[src/design/prf_pkg.sv]
// Package for the packet frame receiver: frame byte codes, status codes,
// controller state type and the controller/datapath command and status structs.
// No dependencies.
`timescale 1ns / 1ps

package prf_pkg;

  localparam logic [7:0] HEAD_BYTE = 8'hCC;
  localparam logic [7:0] TAIL_BYTE = 8'hB9;
  localparam logic [7:0] END1_BYTE = 8'h0D;
  localparam logic [7:0] END2_BYTE = 8'h0A;

  localparam int unsigned LEN_W   = 7;
  localparam int unsigned STAT_W  = 3;

  localparam logic [LEN_W-1:0] MAX_LENGTH_RST = 7'd64;

  typedef enum logic [STAT_W-1:0] {
    STAT_GOOD     = 3'd0,
    STAT_BAD_LEN  = 3'd1,
    STAT_BAD_TAIL = 3'd2,
    STAT_BAD_CSUM = 3'd3,
    STAT_BAD_END1 = 3'd4,
    STAT_BAD_END2 = 3'd5
  } status_e;

  typedef enum logic [3:0] {
    ST_HEAD,
    ST_LEN,
    ST_ID,
    ST_PAY,
    ST_TAIL,
    ST_CSUM,
    ST_END1,
    ST_END2,
    ST_RD,
    ST_LOAD
  } state_e;

  // controller -> datapath
  typedef struct packed {
    logic    clear;       // new frame: zero count, checksum, length
    logic    len_load;    // capture length byte
    logic    store;       // write byte to store, bump count
    logic    csum_init;   // checksum restarts at this byte (ID)
    logic    err_load;    // load an error item into the output register
    logic    err_use_byte;// error frame_length comes from the input byte
    status_e err_code;
    logic    rd_clear;    // start emission at store index 0
    logic    rd_next;     // advance emission index
    logic    data_load;   // load a stored byte into the output register
  } prf_cmd_t;

  // datapath -> controller
  typedef struct packed {
    logic is_head;
    logic is_tail;
    logic is_end1;
    logic is_end2;
    logic len_ok;
    logic csum_ok;
    logic more_pay;   // declared length above one
    logic pay_done;   // this payload byte completes the frame
    logic rd_last;    // emission index is the final stored byte
    logic out_free;   // output register can take an item this cycle
  } prf_stat_t;

  function automatic logic [7:0] bsd_add(input logic [7:0] sum, input logic [7:0] b);
    logic [7:0] rot;
    rot = {sum[0], sum[7:1]};
    return rot + b;
  endfunction

endpackage

[src/design/prf_ram.sv]
// Generic single-write, single-read RAM with registered read data.
// No dependencies.
`timescale 1ns / 1ps

module prf_ram #(
  parameter int unsigned WIDTH = 8,
  parameter int unsigned DEPTH = 64,
  localparam int unsigned AW   = (DEPTH > 1) ? $clog2(DEPTH) : 1
) (
  input  logic             clk_i,
  input  logic             we_i,
  input  logic [AW-1:0]    waddr_i,
  input  logic [WIDTH-1:0] wdata_i,
  input  logic [AW-1:0]    raddr_i,
  output logic [WIDTH-1:0] rdata_o
);

  logic [WIDTH-1:0] mem [DEPTH];
  logic [WIDTH-1:0] rdata_q;

  always_ff @(posedge clk_i) begin
    if (we_i) begin
      mem[waddr_i] <= wdata_i;
    end
    rdata_q <= mem[raddr_i];
  end

  assign rdata_o = rdata_q;

endmodule

[src/design/prf_ctrl.sv]
// Frame parser controller: state machine over the frame layout and the
// emission of a good frame. Uses prf_pkg types.
`timescale 1ns / 1ps

module prf_ctrl (
  input  logic                clk_i,
  input  logic                rst_ni,
  input  logic                in_valid_i,
  output logic                in_ready_o,
  input  prf_pkg::prf_stat_t  stat_i,
  output prf_pkg::prf_cmd_t   cmd_o
);

  prf_pkg::state_e state_q, state_d;
  logic            in_acc;

  // byte states take input only when an error item could be placed
  always_comb begin
    unique case (state_q)
      prf_pkg::ST_RD, prf_pkg::ST_LOAD: in_ready_o = 1'b0;
      default:                          in_ready_o = stat_i.out_free;
    endcase
  end

  assign in_acc = in_valid_i & in_ready_o;

  always_comb begin
    state_d = state_q;
    unique case (state_q)
      prf_pkg::ST_HEAD: if (in_acc && stat_i.is_head) state_d = prf_pkg::ST_LEN;
      prf_pkg::ST_LEN: if (in_acc) begin
        state_d = stat_i.len_ok ? prf_pkg::ST_ID : prf_pkg::ST_HEAD;
      end
      prf_pkg::ST_ID: if (in_acc) begin
        state_d = stat_i.more_pay ? prf_pkg::ST_PAY : prf_pkg::ST_TAIL;
      end
      prf_pkg::ST_PAY: if (in_acc && stat_i.pay_done) state_d = prf_pkg::ST_TAIL;
      prf_pkg::ST_TAIL: if (in_acc) begin
        state_d = stat_i.is_tail ? prf_pkg::ST_CSUM : prf_pkg::ST_HEAD;
      end
      prf_pkg::ST_CSUM: if (in_acc) begin
        state_d = stat_i.csum_ok ? prf_pkg::ST_END1 : prf_pkg::ST_HEAD;
      end
      prf_pkg::ST_END1: if (in_acc) begin
        state_d = stat_i.is_end1 ? prf_pkg::ST_END2 : prf_pkg::ST_HEAD;
      end
      prf_pkg::ST_END2: if (in_acc) begin
        state_d = stat_i.is_end2 ? prf_pkg::ST_RD : prf_pkg::ST_HEAD;
      end
      prf_pkg::ST_RD: state_d = prf_pkg::ST_LOAD;
      prf_pkg::ST_LOAD: if (stat_i.out_free) begin
        state_d = stat_i.rd_last ? prf_pkg::ST_HEAD : prf_pkg::ST_RD;
      end
      default: state_d = prf_pkg::ST_HEAD;
    endcase
  end

  always_comb begin
    cmd_o = '0;
    cmd_o.err_code = prf_pkg::STAT_GOOD;
    unique case (state_q)
      prf_pkg::ST_HEAD: cmd_o.clear = in_acc & stat_i.is_head;
      prf_pkg::ST_LEN: begin
        cmd_o.len_load     = in_acc & stat_i.len_ok;
        cmd_o.err_load     = in_acc & ~stat_i.len_ok;
        cmd_o.err_use_byte = 1'b1;
        cmd_o.err_code     = prf_pkg::STAT_BAD_LEN;
      end
      prf_pkg::ST_ID: begin
        cmd_o.store     = in_acc;
        cmd_o.csum_init = 1'b1;
      end
      prf_pkg::ST_PAY: cmd_o.store = in_acc;
      prf_pkg::ST_TAIL: begin
        cmd_o.err_load = in_acc & ~stat_i.is_tail;
        cmd_o.err_code = prf_pkg::STAT_BAD_TAIL;
      end
      prf_pkg::ST_CSUM: begin
        cmd_o.err_load = in_acc & ~stat_i.csum_ok;
        cmd_o.err_code = prf_pkg::STAT_BAD_CSUM;
      end
      prf_pkg::ST_END1: begin
        cmd_o.err_load = in_acc & ~stat_i.is_end1;
        cmd_o.err_code = prf_pkg::STAT_BAD_END1;
      end
      prf_pkg::ST_END2: begin
        cmd_o.err_load = in_acc & ~stat_i.is_end2;
        cmd_o.err_code = prf_pkg::STAT_BAD_END2;
        cmd_o.rd_clear = in_acc & stat_i.is_end2;
      end
      prf_pkg::ST_RD: ;
      prf_pkg::ST_LOAD: begin
        cmd_o.data_load = stat_i.out_free;
        cmd_o.rd_next   = stat_i.out_free & ~stat_i.rd_last;
      end
      default: ;
    endcase
  end

  always_ff @(posedge clk_i or negedge rst_ni) begin
    if (!rst_ni) begin
      state_q <= prf_pkg::ST_HEAD;
    end else begin
      state_q <= state_d;
    end
  end

endmodule

[src/design/prf_dpath.sv]
// Frame parser datapath: length limit register, counters, BSD checksum,
// byte store (prf_ram) and the output register. Uses prf_pkg and prf_ram.
`timescale 1ns / 1ps

module prf_dpath #(
  parameter int unsigned MAX_PAYLOAD = 64
) (
  input  logic                           clk_i,
  input  logic                           rst_ni,
  input  logic                           cfg_we_i,
  input  logic [prf_pkg::LEN_W-1:0]      cfg_data_i,
  input  logic [7:0]                     in_byte_i,
  input  prf_pkg::prf_cmd_t              cmd_i,
  output prf_pkg::prf_stat_t             stat_o,
  output logic                           out_valid_o,
  input  logic                           out_ready_i,
  output logic [7:0]                     out_byte_o,
  output logic [prf_pkg::STAT_W-1:0]     out_status_o,
  output logic [prf_pkg::LEN_W-1:0]      out_len_o,
  output logic                           out_last_o
);

  localparam int unsigned AW = (MAX_PAYLOAD > 1) ? $clog2(MAX_PAYLOAD) : 1;
  localparam logic [7:0]  MAX_PAY_B = 8'(MAX_PAYLOAD);

  logic [prf_pkg::LEN_W-1:0] max_len_q;
  logic [prf_pkg::LEN_W-1:0] count_q, count_d;
  logic [prf_pkg::LEN_W-1:0] decl_q, decl_d;
  logic [7:0]                csum_q, csum_d;
  logic [prf_pkg::LEN_W-1:0] rd_idx_q, rd_idx_d;
  logic [prf_pkg::LEN_W-1:0] last_idx;
  logic [7:0]                count_inc;
  logic [7:0]                expect_csum;
  logic                      ram_we;
  logic [7:0]                ram_rdata;

  logic                       out_valid_q, out_valid_d;
  logic [7:0]                 out_byte_q, out_byte_d;
  logic [prf_pkg::STAT_W-1:0] out_status_q, out_status_d;
  logic [prf_pkg::LEN_W-1:0]  out_len_q, out_len_d;
  logic                       out_last_q, out_last_d;

  assign count_inc   = {1'b0, count_q} + 8'd1;
  assign expect_csum = (decl_q == '0) ? 8'd0 : csum_q;
  // zero length still emits the ID byte
  assign last_idx    = (decl_q == '0) ? '0 : decl_q - 7'd1;

  always_comb begin
    stat_o.is_head  = in_byte_i == prf_pkg::HEAD_BYTE;
    stat_o.is_tail  = in_byte_i == prf_pkg::TAIL_BYTE;
    stat_o.is_end1  = in_byte_i == prf_pkg::END1_BYTE;
    stat_o.is_end2  = in_byte_i == prf_pkg::END2_BYTE;
    stat_o.len_ok   = (in_byte_i <= {1'b0, max_len_q}) && (in_byte_i <= MAX_PAY_B);
    stat_o.csum_ok  = in_byte_i == expect_csum;
    stat_o.more_pay = decl_q > 7'd1;
    stat_o.pay_done = count_inc >= {1'b0, decl_q};
    stat_o.rd_last  = rd_idx_q == last_idx;
    stat_o.out_free = ~out_valid_q | out_ready_i;
  end

  always_comb begin
    count_d  = count_q;
    decl_d   = decl_q;
    csum_d   = csum_q;
    rd_idx_d = rd_idx_q;
    if (cmd_i.clear) begin
      count_d = '0;
      decl_d  = '0;
      csum_d  = '0;
    end
    if (cmd_i.len_load) decl_d = in_byte_i[prf_pkg::LEN_W-1:0];
    if (cmd_i.store) begin
      count_d = count_inc[prf_pkg::LEN_W-1:0];
      csum_d  = prf_pkg::bsd_add(cmd_i.csum_init ? 8'd0 : csum_q, in_byte_i);
    end
    if (cmd_i.rd_clear) rd_idx_d = '0;
    if (cmd_i.rd_next)  rd_idx_d = rd_idx_q + 7'd1;
  end

  assign ram_we = cmd_i.store && ({1'b0, count_q} < MAX_PAY_B);

  prf_ram #(
    .WIDTH (8),
    .DEPTH (MAX_PAYLOAD)
  ) u_store (
    .clk_i   (clk_i),
    .we_i    (ram_we),
    .waddr_i (AW'(count_q)),
    .wdata_i (in_byte_i),
    .raddr_i (AW'(rd_idx_q)),
    .rdata_o (ram_rdata)
  );

  always_comb begin
    out_valid_d  = out_valid_q & ~out_ready_i;
    out_byte_d   = out_byte_q;
    out_status_d = out_status_q;
    out_len_d    = out_len_q;
    out_last_d   = out_last_q;
    if (cmd_i.err_load) begin
      out_valid_d  = 1'b1;
      out_byte_d   = '0;
      out_status_d = cmd_i.err_code;
      out_len_d    = cmd_i.err_use_byte ? in_byte_i[prf_pkg::LEN_W-1:0] : decl_q;
      out_last_d   = 1'b1;
    end else if (cmd_i.data_load) begin
      out_valid_d  = 1'b1;
      out_byte_d   = ram_rdata;
      out_status_d = prf_pkg::STAT_GOOD;
      out_len_d    = decl_q;
      out_last_d   = stat_o.rd_last;
    end
  end

  always_ff @(posedge clk_i or negedge rst_ni) begin
    if (!rst_ni) begin
      max_len_q   <= prf_pkg::MAX_LENGTH_RST;
      count_q     <= '0;
      decl_q      <= '0;
      csum_q      <= '0;
      rd_idx_q    <= '0;
      out_valid_q <= 1'b0;
    end else begin
      if (cfg_we_i) max_len_q <= cfg_data_i;
      count_q     <= count_d;
      decl_q      <= decl_d;
      csum_q      <= csum_d;
      rd_idx_q    <= rd_idx_d;
      out_valid_q <= out_valid_d;
    end
  end

  always_ff @(posedge clk_i) begin
    out_byte_q   <= out_byte_d;
    out_status_q <= out_status_d;
    out_len_q    <= out_len_d;
    out_last_q   <= out_last_d;
  end

  assign out_valid_o  = out_valid_q;
  assign out_byte_o   = out_byte_q;
  assign out_status_o = out_status_q;
  assign out_len_o    = out_len_q;
  assign out_last_o   = out_last_q;

endmodule

[src/design/packet_frame_receiver_unit.sv]
// Packet frame receiver top level: parses CC/len/ID/payload/B9/csum/0D/0A
// frames. Depends on prf_pkg, prf_ctrl, prf_dpath (which holds prf_ram).
`timescale 1ns / 1ps
//
//  channel  | dir | handshake                 | payload
//  ---------+-----+---------------------------+---------------------------------
//  s_axis   | in  | s_axis_tvalid/tready      | tdata[7:0] data_byte
//  m_axis   | out | m_axis_tvalid/tready      | tdata[7:0] out_byte,
//           |     |                           | tdata[14:8] frame_length,
//           |     |                           | tuser[2:0] status, tlast = last
//  cfg      | in  | cfg_valid_i/cfg_ready_o   | cfg_data_i[6:0] max_length
//
//  Each received byte is taken in one cycle while the parser walks the frame.
//  A good frame is sent as n stored bytes (n = length, 1 for length zero),
//  each by a registered store read, then an output register load that waits
//  while that register is full and not being taken. No input is taken during
//  that emission, nor while its final item waits in the output register and
//  is not being taken. Error items are loaded on the byte that caused them;
//  outside emission, input stalls only while the output register is full and
//  not being taken. Reset puts the parser on head search and max_length at
//  64; the byte store is not cleared (only written entries are ever read).

module packet_frame_receiver_unit #(
  parameter int unsigned MAX_PAYLOAD = 64
) (
  input  logic        clk_i,
  input  logic        rst_ni,

  input  logic        s_axis_tvalid,
  output logic        s_axis_tready,
  input  logic [7:0]  s_axis_tdata,   // [7:0] data_byte

  output logic        m_axis_tvalid,
  input  logic        m_axis_tready,
  output logic [15:0] m_axis_tdata,   // [7:0] out_byte, [14:8] frame_length, [15] zero
  output logic [2:0]  m_axis_tuser,   // [2:0] status
  output logic        m_axis_tlast,

  input  logic        cfg_valid_i,
  output logic        cfg_ready_o,
  input  logic [6:0]  cfg_data_i      // max_length
);

  prf_pkg::prf_cmd_t  cmd;
  prf_pkg::prf_stat_t stat;
  logic [7:0]                     out_byte;
  logic [prf_pkg::LEN_W-1:0]      out_len;

  // config is to be written only while idle, a rule the user must keep; cfg_ready_o is tied high, so it is always taken
  assign cfg_ready_o = 1'b1;

  prf_ctrl u_ctrl (
    .clk_i      (clk_i),
    .rst_ni     (rst_ni),
    .in_valid_i (s_axis_tvalid),
    .in_ready_o (s_axis_tready),
    .stat_i     (stat),
    .cmd_o      (cmd)
  );

  prf_dpath #(
    .MAX_PAYLOAD (MAX_PAYLOAD)
  ) u_dpath (
    .clk_i        (clk_i),
    .rst_ni       (rst_ni),
    .cfg_we_i     (cfg_valid_i & cfg_ready_o),
    .cfg_data_i   (cfg_data_i),
    .in_byte_i    (s_axis_tdata),
    .cmd_i        (cmd),
    .stat_o       (stat),
    .out_valid_o  (m_axis_tvalid),
    .out_ready_i  (m_axis_tready),
    .out_byte_o   (out_byte),
    .out_status_o (m_axis_tuser),
    .out_len_o    (out_len),
    .out_last_o   (m_axis_tlast)
  );

  assign m_axis_tdata = {1'b0, out_len, out_byte};

endmodule

[config.mk]
export PLATFORM = sky130hd
export DESIGN_NAME = packet_frame_receiver_unit
export DESIGN_NICKNAME = d
export VERILOG_FILES = /design/src/design/prf_pkg.sv /design/src/design/prf_ram.sv /design/src/design/prf_ctrl.sv /design/src/design/prf_dpath.sv /design/src/design/packet_frame_receiver_unit.sv
export SDC_FILE = /design/constraint.sdc
export NUM_CORES = 1
export LEC_CHECK = 0
export BUFFER_PORTS_ARGS = -buffer_cell sky130_fd_sc_hd__clkbuf_2
export CAP_MARGIN = 40
export CORE_MARGIN = 3
export CORE_UTILIZATION = 30
export DETAILED_ROUTE_END_ITERATION = 7
export PLACE_DENSITY_LB_ADDON = 0.12
export SYNTH_ARGS = -nofsm -noshare
export SYNTH_HDL_FRONTEND = slang
export SYNTH_SLANG_ARGS = --single-unit
[constraint.sdc]
create_clock -name clk_i -period 3.6 [get_ports clk_i]
set_clock_uncertainty 0.1 [all_clocks]
set_input_delay 0.18 -clock clk_i [delete_from_list [all_inputs] [get_ports clk_i]]
set_output_delay 0.18 -clock clk_i [all_outputs]
set_load 0.05 [all_outputs]
* Yosys cells after proc, flatten, opt, wreduce, memory -nomap -nowiden
Memory sizes are Yosys's and may differ from the RTL's. A register that Yosys moved wholly into a read port is not among the register bits.
Index checks and enable logic that the tools add are counted.
** Storage, ports and cells
- Register bits after elaboration :: 60
- Logic and storage cells :: 124
- Memory bits (writable) :: 512
- Memories :: 1
- Input port bits :: 20
- Output and inout bits :: 23
** Operators by class
- Add/sub/neg operators :: 4
- $lt $le $gt $ge :: 5
- Eq/ne operators :: 24
- Muxes and demuxes :: 46
- Bitwise gates (word level) :: 20
- Reduce and logical (&&, ||, !) cells :: 13
** Memory list
- u_dpath.u_store.mem :: depth 64, bits a word 8, read ports 1, clocked after Yosys merged registers in 1, write ports 1, RTL line prf_ram.sv:18 : logic [WIDTH-1:0] mem [DEPTH];
** Operators with widths (count)
- $mux 7 :: 9
- $mux 4 :: 11
- $pmux 4 s10 :: 1
- $mux 8 :: 4
- $mux 3 :: 6
- $ne 2x1->1 const B :: 9
- $eq 4x3->1 const B :: 4
- $eq 8x4->1 const B :: 2
- $eq 8x8->1 const B :: 2
- $pmux 3 s5 :: 1
- $and 1x1->1 :: 11
- $mux 1 :: 11
- $reduce_and 9->1 :: 1
- $add 7x1->8 const B :: 1
- $add 8x8->8 :: 1
- $eq 4x2->1 const B :: 2
- $eq 4x4->1 const B :: 2
- $eq 8x8->1 :: 1
- $ge 8x7->1 :: 1
- $le 8x7->1 :: 1
- $le 8x7->1 const B :: 1
- $not 1->1 :: 8
- $reduce_bool 2->1 :: 4
- $add 7x1->7 const B :: 1
- other kinds (12) :: 17

* Longest topological paths before layout
Gate-level depths: netlist of run 1.
- Depth after elaboration :: 8
- Depth in mapped cells :: 13
- Gate-level depth less buffers :: 12

* By module
A second synthesis of run 1 with hierarchy kept.
** Second synthesis, totals
- Cell total of the unflattened synthesis :: 1396
- Area, all modules :: 24304.6 um^2
** Modules (own cells, without submodules)
- prf_ram :: instances 1, cells each 940, sequential area each 15534.9 um^2, area each 20166.8 um^2
- prf_dpath :: instances 1, cells each 381, sequential area each 1407.6 um^2, area each 3573.4 um^2
- prf_ctrl :: instances 1, cells each 71, sequential area each 100.1 um^2, area each 541.8 um^2
- packet_frame_receiver_unit :: instances 1, cells each 4, sequential area each 0.0 um^2, area each 22.5 um^2

* Least setup slack after synthesis of run 1
Ideal clock, no wire load.
- Path kind :: register to register
- From :: reg u_dpath.rd_idx_q[0] in the netlist's numbering
- To :: reg u_dpath.u_store.rdata_q[0], in the netlist u_dpath.u_store.rdata_o[0] (read register of u_dpath.u_store.mem)
- Period minus slack after synthesis :: 3119 ps
- Library setup time :: 134 ps
- Buffers on the path :: 3
- Path slack :: 481 ps
- Cell stages (with the launch flop) :: 7
- Arrival :: 2885 ps
- Path through :: dfrtp_1 > clkbuf_1 > clkbuf_1 > buf_1 > mux4_2 > mux4_2 > mux4_2
** RTL lines
- from (decl) :: RTL line prf_dpath.sv:30 : logic [prf_pkg::LEN_W-1:0] rd_idx_q, rd_idx_d;
- from (signal assigned) :: RTL line prf_dpath.sv:128 : rd_idx_q <= rd_idx_d;
- to (decl) :: RTL line prf_ram.sv:19 : logic [WIDTH-1:0] rdata_q;

* Final worst setup path of run 1
- From :: reg u_dpath.decl_q[0] in the netlist's numbering
- To :: reg u_dpath.rd_idx_q[2] in the netlist's numbering
** Between the ends
- Cells in the longest elaborated chain, start to end :: 7
** RTL lines
- from (decl) :: RTL line prf_dpath.sv:28 : logic [prf_pkg::LEN_W-1:0] decl_q, decl_d;
- from (signal assigned) :: RTL line prf_dpath.sv:126 : decl_q <= decl_d;
- $sub 7x1->7 / $logic_not 7->1 (equally long branches) :: RTL line prf_dpath.sv:46 : assign last_idx = (decl_q == '0) ? '0 : decl_q - 7'd1;
- $mux 7 * :: RTL line prf_dpath.sv:46
- $eq 7x7->1 * :: RTL line prf_dpath.sv:57 : stat_o.rd_last = rd_idx_q == last_idx;
- $not 1->1 * :: RTL line prf_ctrl.sv:94 : cmd_o.rd_next = stat_i.out_free & ~stat_i.rd_last;
- $and 1x1->1 * :: RTL line prf_ctrl.sv:94
- $mux 2 * :: RTL line prf_ctrl.sv:61 : unique case (state_q)
- $mux 7 / $reduce_bool 2->1 (equally long branches)
Every way passes the cells marked *; elsewhere a longest branch is shown, timed or not.
A chain may end at the register's enable or synchronous reset.

==> results of run 1 <==
==> sequential cells by signal (all words and copies together) (netlist names) <==
signal	flops
u_dpath.out_status_o	3
u_dpath.csum_q	8
u_dpath.out_last_o	1
u_dpath.decl_q	7
u_dpath.out_len_o	7
u_dpath.out_valid_o	1
u_ctrl.state_q	4
u_dpath.u_store.rdata_o	8
u_dpath.out_byte_o	8
u_dpath.count_q	7
u_dpath.u_store.mem	512
u_dpath.max_len_q	7
u_dpath.rd_idx_q	7
==> routing by layer <==
layer | vias up | GRT usage [%] | wire, um
met5 | - | 0 | 0
met1 | 6687 | 22.3 | 29900
met3 | 83 | 2.79 | 2960
met2 | 312 | 23.8 | 29500
li1 | 5567 | - | -
met4 | 0 | 4.83 | 1540
==> final timing paths <==
path | start | end | slack (ns) | cells after the start
worst max-delay path | u_dpath.decl_q[0] | u_dpath.rd_idx_q[2] | 0.28 | 10
worst min-delay path | s_axis_tdata[6] | u_ctrl.state_q[3] | 0.06 | 5
worst max register to register | u_dpath.decl_q[0] | u_dpath.rd_idx_q[2] | 0.28 | 10
worst min register to register | u_dpath.u_store.rdata_o[3] | u_dpath.out_byte_o[3] | 0.34 | 2
max in group asynchronous | rst_ni | u_dpath.max_len_q[0] | 2.18 | 4
min in group asynchronous | rst_ni | u_dpath.max_len_q[5] | 0.56 | 4
==> power breakdown <==
group / internal, mW / switching (mW) / leakage, nW / total (mW)
sequential: 7.56 / 0.256 / 5.35 / 7.81
combinational: 0.702 / 1.20 / 2.91 / 1.90
clock: 3.93 / 2.70 / 1.06 / 6.64
==> logic make-up (layout without fill, tap and decap cells) <==
| logic type | Yosys count | after routing | share of synthesized area (%) |
|---|---|---|---|
| other cells | 2 | 3 | 0.0314 |
| xor+xnor | 19 | 19 | 0.696 |
| fa+ha+maj | 26 | 26 | 1.39 |
| flops | 580 | 580 | 71.3 |
| simple gates | 273 | 273 | 5.41 |
| compound gates | 117 | 117 | 3.30 |
| mux | 180 | 180 | 16.4 |
| buf+inv | 90 | 326 | 1.53 |
==> area by class of cell <==
cell class              count  area [um2]
repair buffers            183        1450
clock inverters            36         297
clock buffers              86        1850
multi-input cells         617        6510
flip-flops and latches    580       17100
fillers                  7224       49700
inverters                  21        78.8
diodes                      1        2.50
well taps                1040        1300
==> metrics by stage <==
stage | instances | setup slack, ns | hold slack [ns] | power [mW] | utilization [%]
finish | 2564 | 0.281 | 0.0559 | 16.4 | 36.5
floorplan | 1287 | 0.481 | -0.216 | 9.19 | -
global route | 2563 | 0.0984 | 0.0589 | 17.1 | 36.5
global placement | 2409 | 0.352 | 0.222 | 9.79 | 33.3
CTS | 2563 | 0.278 | 0.00958 | 16.6 | 36.5
detailed placement | 2410 | 0.260 | -0.0709 | 9.81 | 33.3
==> worst min-delay path, cell delays in order <==
cell and delay, ns:
sky130_fd_sc_hd__buf_2 0.13, sky130_fd_sc_hd__nor4b_1 0.07, sky130_fd_sc_hd__nand3_1 0.12, sky130_fd_sc_hd__o32a_1 0.16
sky130_fd_sc_hd__nand2_1 0.05
==> cells in the final DEF (no fill, tap or decap), types with 13 or more instances in the layout <==
cell / Yosys / final
sky130_fd_sc_hd__edfxtp_1: 522 / 522
sky130_fd_sc_hd__mux4_2: 168 / 168
sky130_fd_sc_hd__buf_4: 3 / 105
sky130_fd_sc_hd__nor2_1: 100 / 100
sky130_fd_sc_hd__clkbuf_16: 0 / 71
sky130_fd_sc_hd__nand2_1: 69 / 69
sky130_fd_sc_hd__dfrtp_1: 40 / 37
sky130_fd_sc_hd__clkbuf_2: 0 / 32
sky130_fd_sc_hd__dlygate4sd3_1: 0 / 31
sky130_fd_sc_hd__o21ai_0: 28 / 28
sky130_fd_sc_hd__ha_1: 25 / 25
sky130_fd_sc_hd__a21oi_1: 24 / 24
sky130_fd_sc_hd__nand3_1: 24 / 24
sky130_fd_sc_hd__inv_1: 20 / 20
sky130_fd_sc_hd__nor2b_1: 17 / 17
sky130_fd_sc_hd__dfxtp_1: 17 / 17
sky130_fd_sc_hd__nor3_1: 16 / 15
sky130_fd_sc_hd__clkinv_2: 0 / 14
sky130_fd_sc_hd__clkinv_1: 0 / 13
sky130_fd_sc_hd__clkbuf_1: 47 / 13
==> metrics.log, run 1 <==
[metrics] Worst EP arrival: 3.70 ns
[metrics] kind of end point of the critical path: register
[metrics] row count: 102
[metrics] ratio of final minimum period to clock period: 92.2%
[metrics] Layout Area Growth over Synthesis: 19.4%
[metrics] pin slew with the least headroom to its limit: 0.821 ns
[metrics] number of synthesized flops with an enable pin: approximately 520
[metrics] Crit path largest cell delay: 0.56 ns
[metrics] CTS max path bufs: 3
[metrics] sum of overflow across all layers after global routing: 0
[metrics] clock root buffer master: sky130_fd_sc_hd__clkbuf_16
[metrics] vias after detailed routing: 12.6k
[metrics] largest delay contributor family on the critical path: compound AO/OA/AOI/OAI gates
[metrics] core region area: 78,200 um2
[metrics] cells after synthesis: 1,287
[metrics] number of distinct library cells after synthesis: 69
[metrics] maximum net fanout on the critical path: 15
[metrics] max-slew violations: 0
[metrics] relative slew slack: 45.3%
[metrics] total number of nets in the final design: 1,517
[metrics] setup repair after global routing missed its margin: no
[metrics] worst min-delay path category: input pin to register
[metrics] average vias per placed instance: 4.93
[metrics] most used flip-flop cell after synthesis: sky130_fd_sc_hd__edfxtp_1
[metrics] largest net degree at the start of global routing: 68
[metrics] count of nets left with antenna violations after detail routing: 0
[metrics] gp weighted congestion: 0.823
[metrics] layout cell share with drive strength beyond 1: 28.8%
[metrics] Resize count post-CTS: 0
[metrics] average footprint of a synthesized cell: 18.6 um2
[metrics] leading cell types by count after synthesis: sky130_fd_sc_hd__edfxtp_1, sky130_fd_sc_hd__mux4_2, sky130_fd_sc_hd__nor2_1
[metrics] number of antenna violations at the first check in global routing: 3
[metrics] start-to-end type of the worst setup path: register to register
[metrics] setup violators final: 0
[metrics] iteration-0 DRC count of the detailed router: between 1k and 1.5k
[metrics] cell area after technology mapping: roughly 24,000 um2
[metrics] FF+latch count, synth: between 500 and 600
[metrics] overall die height: 288 um
[metrics] Area after DPL: ~26,000 um2
[metrics] top area cells in the synthesized netlist: sky130_fd_sc_hd__edfxtp_1, sky130_fd_sc_hd__mux4_2, sky130_fd_sc_hd__dfrtp_1, sky130_fd_sc_hd__nor2_1, sky130_fd_sc_hd__dfxtp_1
[metrics] total power per unit cell area: 573 nW/um2
[metrics] clock-pin transition on the worst setup and hold timing paths: 0.06 ns
[metrics] routed wire length: around 64,000 um
[metrics] Total GRT Usage: about 15%
[metrics] ys async rst share: 7.07%
[metrics] total of warnings raised by yosys: 0
[metrics] H-tree Lvls: 3
[metrics] cts bufs inserted: 68
[metrics] Die Width: 288 um
[metrics] clk_lat worst skew: 0.60 ns
[metrics] Num Clock Sinks: 580
[metrics] post-route DRC violation count: 0
[metrics] data required time of the worst path: approximately 4.0 ns
[metrics] cell type with the highest aggregate area in the netlist: sky130_fd_sc_hd__edfxtp_1
[metrics] final total negative setup slack: 0 ns
[metrics] total count of hold-check failures in the final report: 0
[metrics] drt pass-1 iters: 5
[metrics] outcome: completed
[metrics] floorplan die area: 83,100 um2
[metrics] shortest clock period the worst path allows after layout: 3.32 ns
[metrics] library cell with the highest instance count after synthesis: sky130_fd_sc_hd__edfxtp_1
[metrics] sequence of cells on the critical path: inv_1 -> ha_1 -> or4b_4 -> nor3_4 -> o31ai_1 -> a2111o_1 -> o31ai_4 -> buf_4 -> nor3b_1 -> a21o_1
[metrics] f_max: 0.301 GHz
[metrics] number of global-route vias before repair: 13.1k
[metrics] wire length of the first global-routing pass: approximately 93,000 um
[metrics] routed len/inst: 24.9 um
[metrics] sequential element share of the synthesized area: between 70% and 80%
[metrics] HPWL after detailed placement: 40,500 um
[metrics] sum of buffers and inverters on the critical path: 2
[metrics] area share of the largest cell type after synthesis: 65.6%
[metrics] syn nets: between 1k and 1.5k
[metrics] Static Leakage: 9.32 nW
[metrics] Post-Layout Inst Area: 28,500 um2
[metrics] Worst VDD drop: 0.273 mV
[metrics] IO Port Bufs: 40
[metrics] initial core utilization: a little under a third
[metrics] total setup buffers inserted after CTS: 0
[metrics] critical path startpoint category: register
[metrics] hold buffer count at cts: 31
[metrics] number of placed I/O pins: 43
[metrics] cell with the biggest individual delay on the critical path: sky130_fd_sc_hd__o31ai_4
[metrics] number of maximum-capacitance constraint violations: 0
[metrics] TritonCTS clock tree: built
Note: power is estimated with default switching activity, not from simulation.
==> run 2, diff against run 1 <==
- CELL_PAD_IN_SITES_DETAIL_PLACEMENT: not set -> 1
- CELL_PAD_IN_SITES_GLOBAL_PLACEMENT: not set -> 1
- CORE_UTILIZATION: 30 -> 50
==> run 2 against run 1 <==
Maximum frequency down 2.5%. Routed wire length fell by 6.0%. Critical path type unchanged. Highest routed layer unchanged. Critical path depth unchanged. Utilization grew 23 points. Cell area shrank 2.7%.
==> metrics.log, run 2 (same netlist as run 1, synthesis figures left out) <==
[metrics] outcome: completed
[metrics] commonest cells after routing, fill and taps aside: sky130_fd_sc_hd__edfxtp_1, sky130_fd_sc_hd__mux4_2, sky130_fd_sc_hd__nor2_1
[metrics] Worst EP arrival: 3.86 ns (+0.16 ns)
[metrics] critical path startpoint category: register
[metrics] total power draw: 16.1 mW (-1.6%)
[metrics] maximum net fanout on the critical path: 12 (-3)
[metrics] count of nets left with antenna violations after detail routing: 0 (unchanged)
[metrics] Top Usage Layer GRT: met2
[metrics] final total negative setup slack: 0 ns (unchanged)
[metrics] wire length of the first global-routing pass: 90,500 um (-2.6%)
[metrics] setup violators final: 0 (unchanged)
[metrics] floorplan die area: 50,500 um2 (-39%)
[metrics] met2 layer usage reported by global route: 38.5% (+15 points)
[metrics] startpoint of the worst register-to-register path: u_dpath.decl_q[0]
[metrics] register bank with the most flops: u_dpath.u_store.mem
[metrics] f_max: 0.294 GHz (-2.5%)
[metrics] start-to-end type of the worst setup path: register to register
[metrics] Total GRT Usage: 24.6% (+9.1 points)
[metrics] critical register-to-register path endpoint: u_dpath.rd_idx_q[3]
[metrics] H-tree Lvls: 2 (-1)
[metrics] shortest clock period the worst path allows after layout: 3.41 ns (+0.0861 ns)
[metrics] iteration-0 DRC count of the detailed router: 1,247 (+5.9%)
[metrics] setup repair after global routing missed its margin: no
[metrics] number of maximum-capacitance constraint violations: 0 (unchanged)
[metrics] ratio of final minimum period to clock period: 94.6% (+2.4 points)
[metrics] register-to-register setup slack: 0.19 ns (-0.09 ns)
[metrics] overall die height: 225 um (-22%)
[metrics] gp weighted congestion: 0.824 (+0.13%)
[metrics] Layout Area Growth over Synthesis: 16.2%
[metrics] total number of nets in the final design: 1,496 (-1.4%)
[metrics] most common library cell in the layout ignoring fill and taps: sky130_fd_sc_hd__edfxtp_1
[metrics] largest net degree at the start of global routing: 65 (-4.4%)
[metrics] number of flip-flops under the largest register name: 512 (unchanged)
[metrics] HPWL after detailed placement: 38,500 um (-4.9%)
[metrics] clk_lat worst skew: 0.63 ns (+0.03 ns)
[metrics] clock-pin transition on the worst setup and hold timing paths: 0.06 ns (about the same)
[metrics] Num Clock Sinks: 580 (unchanged)
[metrics] total count of hold-check failures in the final report: 0 (unchanged)
[metrics] initial core utilization: 51.0% (+20 points)
[metrics] hold-critical path depth: 4 (-1)
[metrics] number of global-route vias before repair: 13.7k (+4.6%)
[metrics] share of the core filled with cells in the final layout: 59.3% (+23 points)
[metrics] vias after detailed routing: 12.9k (+1.7%)
[metrics] worst hold start: s_axis_tdata[2]
[metrics] cts bufs inserted: 59 (-13%)
[metrics] layout cell share with drive strength beyond 1: 28.3% (-0.47 points)
[metrics] total power per unit cell area: 579 nW/um2 (+1.1%)
[metrics] Static Leakage: 9.17 nW (-1.7%)
[metrics] Worst R2R Path Depth: 10 (unchanged)
[metrics] core region area: 46,900 um2 (-40%)
[metrics] pin slew with the least headroom to its limit: 0.840 ns (+0.0191 ns)
[metrics] drt pass-1 iters: 5 (unchanged)
[metrics] TritonCTS clock tree: built
[metrics] post-route DRC violation count: 0 (unchanged)
[metrics] Worst VDD drop: 0.436 mV (+59%)
[metrics] routed len/inst: 28.5 um (+14%)
[metrics] routed wire length: 60,000 um (-6.0%)
[metrics] CTS max path bufs: 3 (unchanged)
[metrics] IO Port Bufs: 40 (unchanged)
[metrics] hold worst-path end: u_dpath.decl_q[2]
[metrics] number of placed I/O pins: 43 (unchanged)
[metrics] row count: 79 (-23%)
[metrics] M3 GR Usage: 4.15% (+1.4 points)
[metrics] average vias per placed instance: 6.10 (+24%)
[metrics] clock root buffer master: sky130_fd_sc_hd__clkbuf_16
[metrics] max-slew violations: 0 (unchanged)
[metrics] number of antenna violations at the first check in global routing: 2 (-1)
[metrics] kind of end point of the critical path: register
[metrics] sum of overflow across all layers after global routing: 0 (unchanged)
[metrics] fill cell total of the finished layout: 4,136 (-43%)
[metrics] total setup buffers inserted after CTS: 0 (unchanged)
[metrics] relative slew slack: 43.8% (-1.5 points)
[metrics] Die Width: 225 um (-22%)
[metrics] met1 routing resource usage after global routing: 35.8% (+13 points)
[metrics] worst min-delay path category: input pin to register
[metrics] data required time of the worst path: 4.06 ns (+0.08 ns)
[run 2: cell types whose count changed in the layout (fill, tap and decap cells not counted), moves of 3 or more]
cell	before	now
sky130_fd_sc_hd__clkbuf_1	13	8
sky130_fd_sc_hd__dlygate4sd3_1	31	28
sky130_fd_sc_hd__inv_6	2	5
sky130_fd_sc_hd__bufinv_16	4	10
sky130_fd_sc_hd__buf_4	105	95
sky130_fd_sc_hd__clkinv_2	14	8
sky130_fd_sc_hd__clkbuf_2	32	37
sky130_fd_sc_hd__buf_2	7	3
sky130_fd_sc_hd__clkinvlp_4	1	5
sky130_fd_sc_hd__clkbuf_16	71	60
[run 2: stage by stage]
stage	setup WS, ns	std cells	area [um2]	hold WS (ns)
after global placement	0.381	1966	25500	0.0115
final	0.195	2107	27800	0.0656
after global routing	0.00927	2107	27800	0.0801
after detailed placement	0.231	1966	25500	0.0172
after CTS	0.212	2104	27800	0.0384
after floorplan	0.481	1287	23900	-0.216
[run 2: how the worst max path moves through the flow]
stage                                   start                          to  slack (ns)  cells past startpoint
final                       u_dpath.decl_q[0]         u_dpath.rd_idx_q[3]        0.19                     10
after global routing        u_dpath.decl_q[0]         u_dpath.rd_idx_q[3]       0.009                     10
after CTS                   u_dpath.decl_q[0]         u_dpath.rd_idx_q[3]        0.21                     10
after detailed placement    u_dpath.decl_q[0]         u_dpath.rd_idx_q[3]        0.23                     10
after global placement      u_dpath.decl_q[0]         u_dpath.rd_idx_q[2]        0.38                     10
after floorplan           u_dpath.rd_idx_q[0]  u_dpath.u_store.rdata_o[0]        0.48                      6
[run 2: layout make-up]
type | count | area, um2 | area share, %
Sequential cell | 580 | 17100 | 61.4
Multi-Input combinational cell | 617 | 6510 | 23.4
Clock buffer | 68 | 1530 | 5.51
Timing Repair Buffer | 171 | 1350 | 4.87
Tap cell | 607 | 759 | 2.73
Clock inverter | 42 | 497 | 1.79
Inverter | 21 | 78.8 | 0.284
Antenna cell | 1 | 2.50 | 0.00901
[run 2: per-layer routing]
metal | vias up | share of wire (%)
li1 | 5520 | -
met1 | 6785 | 43
met2 | 455 | 47
met3 | 99 | 6.7
met4 | 0 | 2.9
met5 | - | 0
[run 2: what timing repair did]
action,4_1_cts,5_1_grt
hold endpoints to repair,53,0
resized for setup,0,0
hold buffers,28,0
[run 2: critical path, stage by stage, from the launching register on]
cell and delay (ns):
sky130_fd_sc_hd__dfrtp_1 0.45, sky130_fd_sc_hd__inv_1 0.14, sky130_fd_sc_hd__ha_1 0.24, sky130_fd_sc_hd__or4b_4 0.50, sky130_fd_sc_hd__nor3_4 0.25, sky130_fd_sc_hd__o31ai_1 0.13
sky130_fd_sc_hd__a2111o_1 0.44, sky130_fd_sc_hd__o31ai_4 0.48, sky130_fd_sc_hd__buf_4 0.23, sky130_fd_sc_hd__mux2i_1 0.22, sky130_fd_sc_hd__a21o_1 0.15
[run 2: where the power goes]
| part | switching (mW) | internal (mW) |
|---|---|---|
| Sequential | 0.259 | 7.55 |
| Combinational | 1.20 | 0.705 |
| Clock | 2.60 | 3.78 |
